`config.mk`:
```
export PLATFORM = sky130hd
export DESIGN_NAME = jpeg_frame_size_scanner_unit
export DESIGN_NICKNAME = d
export VERILOG_FILES = /design/src/hw/rtl/jfss_pkg.sv /design/src/hw/rtl/jfss_core.sv /design/src/hw/rtl/jfss_out_reg.sv /design/src/hw/rtl/jpeg_frame_size_scanner_unit.sv
export VERILOG_INCLUDE_DIRS = /design/src /design/src/hw/rtl
export SDC_FILE = /design/constraint.sdc
export NUM_CORES = 1
export LEC_CHECK = 0
export BUFFER_PORTS_ARGS = -buffer_cell sky130_fd_sc_hd__buf_2
export CORE_MARGIN = 1
export CORE_UTILIZATION = 53
export CTS_CLUSTER_SIZE = 12
export DETAILED_ROUTE_END_ITERATION = 7
export PLACE_DENSITY = 0.8
export SETUP_SLACK_MARGIN = 0.1
export SLEW_MARGIN = 20
export SYNTH_ARGS = -nofsm -noshare
export SYNTH_HDL_FRONTEND = slang
export SYNTH_SLANG_ARGS = --single-unit
```
`constraint.sdc`:
```
create_clock -name i_clk -period 4.3 [get_ports i_clk]
set_clock_uncertainty 0.2 [all_clocks]
set_input_delay 0.86 -clock i_clk [delete_from_list [all_inputs] [get_ports i_clk]]
set_output_delay 0.86 -clock i_clk [all_outputs]
set_load 0.01 [all_outputs]
```
`src/hw/rtl/jpeg_frame_size_scanner_unit_defines.svh`:
```
// Assertion macros for the frame size scanner
`ifndef JPEG_FRAME_SIZE_SCANNER_UNIT_DEFINES_SVH
`define JPEG_FRAME_SIZE_SCANNER_UNIT_DEFINES_SVH

`ifndef SYNTHESIS
`define JFSS_ASSERT_IMPL(label, clk, rst_n, ante, cons) \
    label: assert property (@(posedge clk) disable iff (!rst_n) (ante) |-> (cons)) \
        else $error("jfss implication check failed");
`define JFSS_ASSERT_NEXT(label, clk, rst_n, ante, cons) \
    label: assert property (@(posedge clk) disable iff (!rst_n) (ante) |=> (cons)) \
        else $error("jfss next-cycle check failed");
`else
`define JFSS_ASSERT_IMPL(label, clk, rst_n, ante, cons)
`define JFSS_ASSERT_NEXT(label, clk, rst_n, ante, cons)
`endif

`endif

```
`src/hw/rtl/jfss_pkg.sv`:
```
package jfss_pkg;

    typedef struct packed {
        logic [7:0] byte_value;
        logic       start_of_image;
        logic       end_of_stream;
    } t_in_item;

    typedef struct packed {
        logic        found;
        logic [15:0] frame_height;
        logic [15:0] frame_width;
    } t_out_item;

    typedef enum logic [2:0] {
        PH_DONE,
        PH_SIG2,
        PH_EXPECT_FF,
        PH_MARKER,
        PH_LEN_HI,
        PH_LEN_LO,
        PH_SKIP,
        PH_FRAME
    } t_phase;

    localparam logic [7:0] C_MARK_PREFIX = 8'hFF;
    localparam logic [7:0] C_SOI         = 8'hD8;
    localparam logic [7:0] C_SOS         = 8'hDA;
    localparam logic [7:0] C_EOI         = 8'hD9;
    localparam logic [7:0] C_SOF_FIRST   = 8'hC0;
    localparam logic [7:0] C_SOF_LAST    = 8'hCF;
    localparam logic [7:0] C_DHT         = 8'hC4;
    localparam logic [7:0] C_JPG         = 8'hC8;
    localparam logic [7:0] C_DAC         = 8'hCC;

endpackage

```
`src/hw/rtl/jfss_core.sv`:
```
module jfss_core (
    input  logic                i_clk,
    input  logic                i_rst_n,
    input  logic                i_advance,
    input  jfss_pkg::t_in_item  i_item,
    output logic                o_emit,
    output jfss_pkg::t_out_item o_result
);
    import jfss_pkg::*;

    localparam logic [2:0] IDX_HEIGHT_HI = 3'd3;
    localparam logic [2:0] IDX_HEIGHT_LO = 3'd4;
    localparam logic [2:0] IDX_WIDTH_HI  = 3'd5;
    localparam logic [2:0] IDX_WIDTH_LO  = 3'd6;
    localparam logic [2:0] IDX_NCOMP     = 3'd7;

    t_phase      r_phase, n_phase;
    logic [15:0] r_skip, n_skip;
    logic [7:0]  r_hi, n_hi;
    logic [2:0]  r_idx, n_idx;
    logic [15:0] r_height, n_height;
    logic [15:0] r_width, n_width;

    logic [7:0]  w_byte;
    logic [15:0] w_len;
    logic        w_sof;
    logic        w_short;

    assign w_byte  = i_item.byte_value;
    assign w_len   = {r_hi, w_byte};
    assign w_short = (r_hi == 8'h00) && (w_byte < 8'd2);
    assign w_sof   = (w_byte >= C_SOF_FIRST) && (w_byte <= C_SOF_LAST) &&
                     (w_byte != C_DHT) && (w_byte != C_JPG) && (w_byte != C_DAC);

    always_comb begin
        n_phase  = r_phase;
        n_skip   = r_skip;
        n_hi     = r_hi;
        n_idx    = r_idx;
        n_height = r_height;
        n_width  = r_width;
        if (i_item.start_of_image) begin
            n_phase = (i_item.end_of_stream || w_byte != C_MARK_PREFIX) ? PH_DONE : PH_SIG2;
        end else if (r_phase != PH_DONE && i_item.end_of_stream) begin
            n_phase = PH_DONE;
        end else begin
            unique case (r_phase)
                PH_DONE: begin
                end
                PH_SIG2: begin
                    n_phase = (w_byte == C_SOI) ? PH_EXPECT_FF : PH_DONE;
                end
                PH_EXPECT_FF: begin
                    n_phase = (w_byte == C_MARK_PREFIX) ? PH_MARKER : PH_DONE;
                end
                PH_MARKER: begin
                    if (w_byte == C_MARK_PREFIX) begin
                        n_phase = PH_MARKER;
                    end else if (w_byte == C_SOS || w_byte == C_EOI) begin
                        n_phase = PH_DONE;
                    end else if (w_sof) begin
                        n_idx   = '0;
                        n_phase = PH_FRAME;
                    end else begin
                        n_phase = PH_LEN_HI;
                    end
                end
                PH_LEN_HI: begin
                    n_hi    = w_byte;
                    n_phase = PH_LEN_LO;
                end
                PH_LEN_LO: begin
                    if (w_short) begin
                        n_phase = PH_DONE;
                    end else begin
                        n_skip  = w_len - 16'd2;
                        n_phase = (w_len == 16'd2) ? PH_EXPECT_FF : PH_SKIP;
                    end
                end
                PH_SKIP: begin
                    n_skip = r_skip - 16'd1;
                    if (r_skip == 16'd1) begin
                        n_phase = PH_EXPECT_FF;
                    end
                end
                PH_FRAME: begin
                    n_idx = r_idx + 3'd1;
                    case (r_idx)
                        IDX_HEIGHT_HI, IDX_WIDTH_HI: n_hi     = w_byte;
                        IDX_HEIGHT_LO:               n_height = {r_hi, w_byte};
                        IDX_WIDTH_LO:                n_width  = {r_hi, w_byte};
                        IDX_NCOMP: begin
                            n_idx   = '0;
                            n_phase = PH_DONE;
                        end
                        default: begin
                        end
                    endcase
                end
            endcase
        end
    end

    always_comb begin
        o_emit                = 1'b0;
        o_result.found        = 1'b0;
        o_result.frame_height = '0;
        o_result.frame_width  = '0;
        if (i_item.start_of_image) begin
            o_emit = i_item.end_of_stream || (w_byte != C_MARK_PREFIX);
        end else if (r_phase != PH_DONE && i_item.end_of_stream) begin
            o_emit = 1'b1;
        end else begin
            unique case (r_phase)
                PH_SIG2:      o_emit = (w_byte != C_SOI);
                PH_EXPECT_FF: o_emit = (w_byte != C_MARK_PREFIX);
                PH_MARKER:    o_emit = (w_byte == C_SOS) || (w_byte == C_EOI);
                PH_LEN_LO:    o_emit = w_short;
                PH_FRAME: begin
                    if (r_idx == IDX_NCOMP) begin
                        o_emit                = 1'b1;
                        o_result.found        = 1'b1;
                        o_result.frame_height = r_height;
                        o_result.frame_width  = r_width;
                    end
                end
                PH_DONE, PH_LEN_HI, PH_SKIP: o_emit = 1'b0;
            endcase
        end
    end

    always_ff @(posedge i_clk) begin
        if (!i_rst_n) begin
            r_phase  <= PH_DONE;
            r_skip   <= '0;
            r_hi     <= '0;
            r_idx    <= '0;
            r_height <= '0;
            r_width  <= '0;
        end else if (i_advance) begin
            r_phase  <= n_phase;
            r_skip   <= n_skip;
            r_hi     <= n_hi;
            r_idx    <= n_idx;
            r_height <= n_height;
            r_width  <= n_width;
        end
    end

endmodule

```
`src/hw/rtl/jfss_out_reg.sv`:
```
module jfss_out_reg (
    input  logic                i_clk,
    input  logic                i_rst_n,
    input  logic                i_load,
    input  jfss_pkg::t_out_item i_item,
    output logic                o_can_load,
    output logic                o_valid,
    input  logic                i_ready,
    output jfss_pkg::t_out_item o_item
);
    import jfss_pkg::*;

    logic      r_valid;
    t_out_item r_item;

    assign o_can_load = !r_valid || i_ready;
    assign o_valid    = r_valid;
    assign o_item     = r_item;

    always_ff @(posedge i_clk) begin
        if (!i_rst_n) begin
            r_valid <= 1'b0;
        end else if (i_load) begin
            r_valid <= 1'b1;
        end else if (i_ready) begin
            r_valid <= 1'b0;
        end
    end

    always_ff @(posedge i_clk) begin
        if (i_load) begin
            r_item <= i_item;
        end
    end

endmodule

```
`src/hw/rtl/jpeg_frame_size_scanner_unit.sv`:
```
// A result passes the input register and then the result register before it is on
// o_item, and stays there while i_ready is low.
// Throughput: one byte per cycle; the input register and the result register
// each move one item a cycle while the result side takes items.
// Reset (synchronous, active low): parse goes idle waiting for a start byte,
// both stages empty.
`include "jpeg_frame_size_scanner_unit_defines.svh"
module jpeg_frame_size_scanner_unit (
    input  logic                i_clk,
    input  logic                i_rst_n,
    input  logic                i_valid,
    output logic                o_ready,
    input  jfss_pkg::t_in_item  i_item,
    output logic                o_valid,
    input  logic                i_ready,
    output jfss_pkg::t_out_item o_item
);
    import jfss_pkg::*;

    logic      r_in_valid;
    t_in_item  r_in_item;
    logic      w_can_load;
    logic      w_advance;
    logic      w_emit;
    t_out_item w_result;

    assign w_advance = r_in_valid && w_can_load;
    assign o_ready   = !r_in_valid || w_can_load;

    always_ff @(posedge i_clk) begin
        if (!i_rst_n) begin
            r_in_valid <= 1'b0;
        end else if (o_ready) begin
            r_in_valid <= i_valid;
        end
    end

    always_ff @(posedge i_clk) begin
        if (o_ready && i_valid) begin
            r_in_item <= i_item;
        end
    end

    jfss_core u_core (
        .i_clk     (i_clk),
        .i_rst_n   (i_rst_n),
        .i_advance (w_advance),
        .i_item    (r_in_item),
        .o_emit    (w_emit),
        .o_result  (w_result)
    );

    jfss_out_reg u_out_reg (
        .i_clk      (i_clk),
        .i_rst_n    (i_rst_n),
        .i_load     (w_advance && w_emit),
        .i_item     (w_result),
        .o_can_load (w_can_load),
        .o_valid    (o_valid),
        .i_ready    (i_ready),
        .o_item     (o_item)
    );

    `JFSS_ASSERT_NEXT(a_emit_loads, i_clk, i_rst_n, w_advance && w_emit, o_valid)
    `JFSS_ASSERT_NEXT(a_in_held, i_clk, i_rst_n, r_in_valid && !w_advance, r_in_valid)
    `JFSS_ASSERT_IMPL(a_fail_zero, i_clk, i_rst_n, o_valid && !o_item.found,
        o_item.frame_height == 16'd0 && o_item.frame_width == 16'd0)
    `JFSS_ASSERT_IMPL(a_no_overrun, i_clk, i_rst_n, w_advance && w_emit, !o_valid || i_ready)

endmodule

```
==> run summary <==
Final Max Slew Viols -> 0
Area Overhead vs Synth -> 9.24%
fin crit period -> 3100 ps
Sinks on Clock Net -> 107
fin area -> 0.00567 mm²
VDD IR-drop max -> 0.188 mV
gpl congestion -> 0.908
DR iter-0 viols -> 373
Setup CP Type -> reg -> reg
placed cells -> 658
RSZ-0062 raised after global routing -> no
Critical Path RT -> 4130 ps
initial antenna violation count -> 0
Clock Tree Root -> clkbuf_8
status -> completed
Gate power share -> 0.047
Post-Syn Area per Cell -> 10.1 µm²
fin util -> 0.605
final hold slack -> 301 ps
antenna-violating nets left -> 0
LEAKAGE -> 2.10 nW
critical path fanouts, max -> 33
Post CTS Setup Buffer Count -> 0
GRT overflow -> 0
core area -> 0.00937 mm²
Clk pwr share -> 0.350
worst r2r dst -> u_out_reg.o_item[27]$_SDFFCE_PP0P_
vias in the first global route -> 3707
CP max stage cell -> or4_1
final setup fails -> 0
Worst Max-Slew Pin Slew -> 1130 ps
ys flop type -> dfxtp_1
element type at the critical path start -> flop
post-route setup TNS -> 0 ps
total number of vias -> 4017
total power per unit cell area -> 318 mW/mm²
hold wc startpoint -> u_core.r_height[12]$_SDFFE_PN0P_
final hold violation count -> 0
initial core utilization -> 0.553
CTS Hold Bufs -> 0
clock-pin slew of the registers on the worst-case setup and hold paths -> 110 ps
top-area cell type share of the netlist area -> 0.249
reg-to-reg startpoint -> r_in_item[5]$_DFFE_PP_
max incr delay on CP -> 750 ps
worst-path cell chain -> or4_1 -> nor4_4 -> a311oi_1 -> nor3_4 -> buf_4
worst skew pair latency -> 380 ps
fillcell total -> 810
reg2reg setup slack -> 1200 ps
CTS H-tree lvls -> 3
Sequential Power Share -> 0.603
Non-Filler Instances -> 674
crit path launch -> r_in_item[5]$_DFFE_PP_
Slew HR -> 0.244
Post-Syn Area -> 0.00519 mm²
WHS Endpoint -> u_core.r_height[12]$_SDFFE_PN0P_
maxcap violations -> 0
Hold Crit Class -> reg -> reg
Critical Path AT -> 2940 ps
sequential fraction of the synthesis area -> 0.496
# resized after CTS -> 0
first-pass GRT wire length -> 18900 µm
P_int -> 0.00134 W
Seq cells post-synth -> 107
DR WL/cell -> 17.2 µm
Hold Path Cell Cnt -> 2
die width -> 101 µm
final period utilization -> 0.722
share of cells above drive strength 1 -> 0.152
ranking of synthesized cells by area -> edfxtp_1 (25%), dfxtp_1 (25%), mux2i_1 (8.3%)
Sw Ratio -> 0.258
Vias/cell -> 5.96
Net Count, Synth -> 538
CTS tree -> done
Total Routing Usage GR -> 0.241
Die Area -> 0.0102 mm²
number of buffers added on ports -> 48
nets -> 564
IO Pins -> 49
Psw -> 0.000463 W
Cell Rows -> 35
CP endpoint kind -> flop
post-synthesis async set-or-reset flop share -> 0
Mapped Cells -> 514
die height -> 101 µm
fmax -> 0.322 GHz
final wirelength -> 11600 µm
CTS buffer count -> 9
First-pass DRT Iterations -> 7
Area after DPL -> 0.00546 mm²
Post-synth EDFFs -> 43
Yosys top cell by area -> edfxtp_1
Clock Tree Buf Depth -> 2
dpl hpwl -> 8140 µm
largest net degree at the start of global routing -> 37
cells on worst reg2reg path -> 5
# diodes -> 0
Ys Warns -> 0
Yosys cell types -> 57
DRC viols -> 0
[critical path: cells and delay by family, from the launching register on]
family | cells | cell delay, ps
and+or+nand+nor | 3 | 1380
buffers and inverters | 1 | 380
AOI/OAI and AO/OA | 1 | 230
DFF | 1 | 550
[cell usage in the layout, fill, tap and decap left out, types with 14 or more instances in the layout]
cell type / count
mux2i_1: 43
o311ai_0: 14
dfxtp_1: 64
nor3_1: 14
a21oi_1: 21
nor2_1: 73
and3_1: 36
edfxtp_1: 43
inv_1: 17
buf_2: 48
[how the worst max path moves through the flow]
stage	to	slack (ps)	cells past startpoint
6_report	u_out_reg.o_item[27]$_SDFFCE_PP0P_	1200	5
4_1_cts	u_out_reg.o_item[24]$_SDFFCE_PP0P_	1200	5
5_1_grt	u_out_reg.o_item[30]$_SDFFCE_PP0P_	990	7
3_5_place_dp	u_out_reg.o_item[17]$_SDFFCE_PP0P_	1230	5
3_3_place_gp	u_out_reg.o_item[3]$_SDFFCE_PP0P_	1300	5
2_1_floorplan	u_out_reg.o_item[0]$_SDFFCE_PP0P_	620	6
[power groups by stage]
stage	Sequential, W	Combinational, W	Clock (W)
2_1_floorplan	0.00110	0.0000582	0
3_3_place_gp	0.00111	0.0000825	0
3_5_place_dp	0.00111	0.0000836	0
4_1_cts	0.00109	0.0000840	0.000642
5_1_grt	0.00109	0.0000915	0.000686
6_report	0.00109	0.0000844	0.000629
[cells by family (layout without fill, tap and decap cells)]
kind of cell    Yosys count  after routing  share of synthesized area
simple gates            191            191                      0.193
flops                   107            107                      0.496
compound gates           95             95                      0.134
buf+inv                  56             87                     0.0487
mux                      43             43                     0.0830
xor+xnor                 12             12                     0.0203
fa+ha+maj                10             10                     0.0241
[cell type report]
class	count	area [µm²]	share of cell area
Clock buffer	9	124	0.0219
Clock inverter	7	83.8	0.0148
Sequential cell	107	2570	0.454
Timing Repair Buffer	54	285	0.0504
Tap cell	129	161	0.0285
Multi-Input combinational cell	351	2370	0.419
Inverter	17	63.8	0.0113
[cell usage after synthesis (2+ instances only)]
cell       instances
a31oi_1            6
o21ai_0           12
a2111o_1           2
or2_2              6
nor2_1            74
a2111oi_0          3
edfxtp_1          43
mux2i_1           43
a211oi_1           2
o41ai_1            4
or3_1              2
and3_1            36
buf_1              2
nand2_1           12
o31ai_1            7
o311ai_0          14
dfxtp_1           64
a311oi_1           2
nor3_1            15
xnor2_1            6
a32oi_1            2
a21oi_1           21
and4_1             5
inv_1             17
nand2b_1           5
buf_2              9
o21a_1             4
o31a_1             2
o21ai_2            2
or4_1             10
ha_1              10
nor4_1             9
xor2_1             6
clkbuf_1          25
nand3_1            6
buf_6              2
and2_1             4
[flip-flops by register name, summed over array words and instances (netlist names)]
name,count
u_out_reg.o_item,33
u_core.r_height,16
u_core.r_skip,16
u_core.r_width,16
r_in_item,10
u_core.r_hi,8
u_core.r_idx,3
u_core.r_phase,3
r_in_valid,1
u_out_reg.o_valid,1
[metal layers]
metal,GRT usage,wire [µm],up-vias
met1,0.327,5150,1897
met3,0.0402,732,13
met5,0,0,-
met2,0.400,5620,150
li1,-,-,1957
met4,0.0635,118,0
[metrics by stage]
stage / total power, W / worst slack, ps
floorplan: 0.00116 / 616
global route: 0.00187 / 992
detailed placement: 0.00119 / 1230
global placement: 0.00119 / 1300
finish: 0.00180 / 1200
CTS: 0.00181 / 1200
No activity file was read; power rests on OpenSTA's default activity.
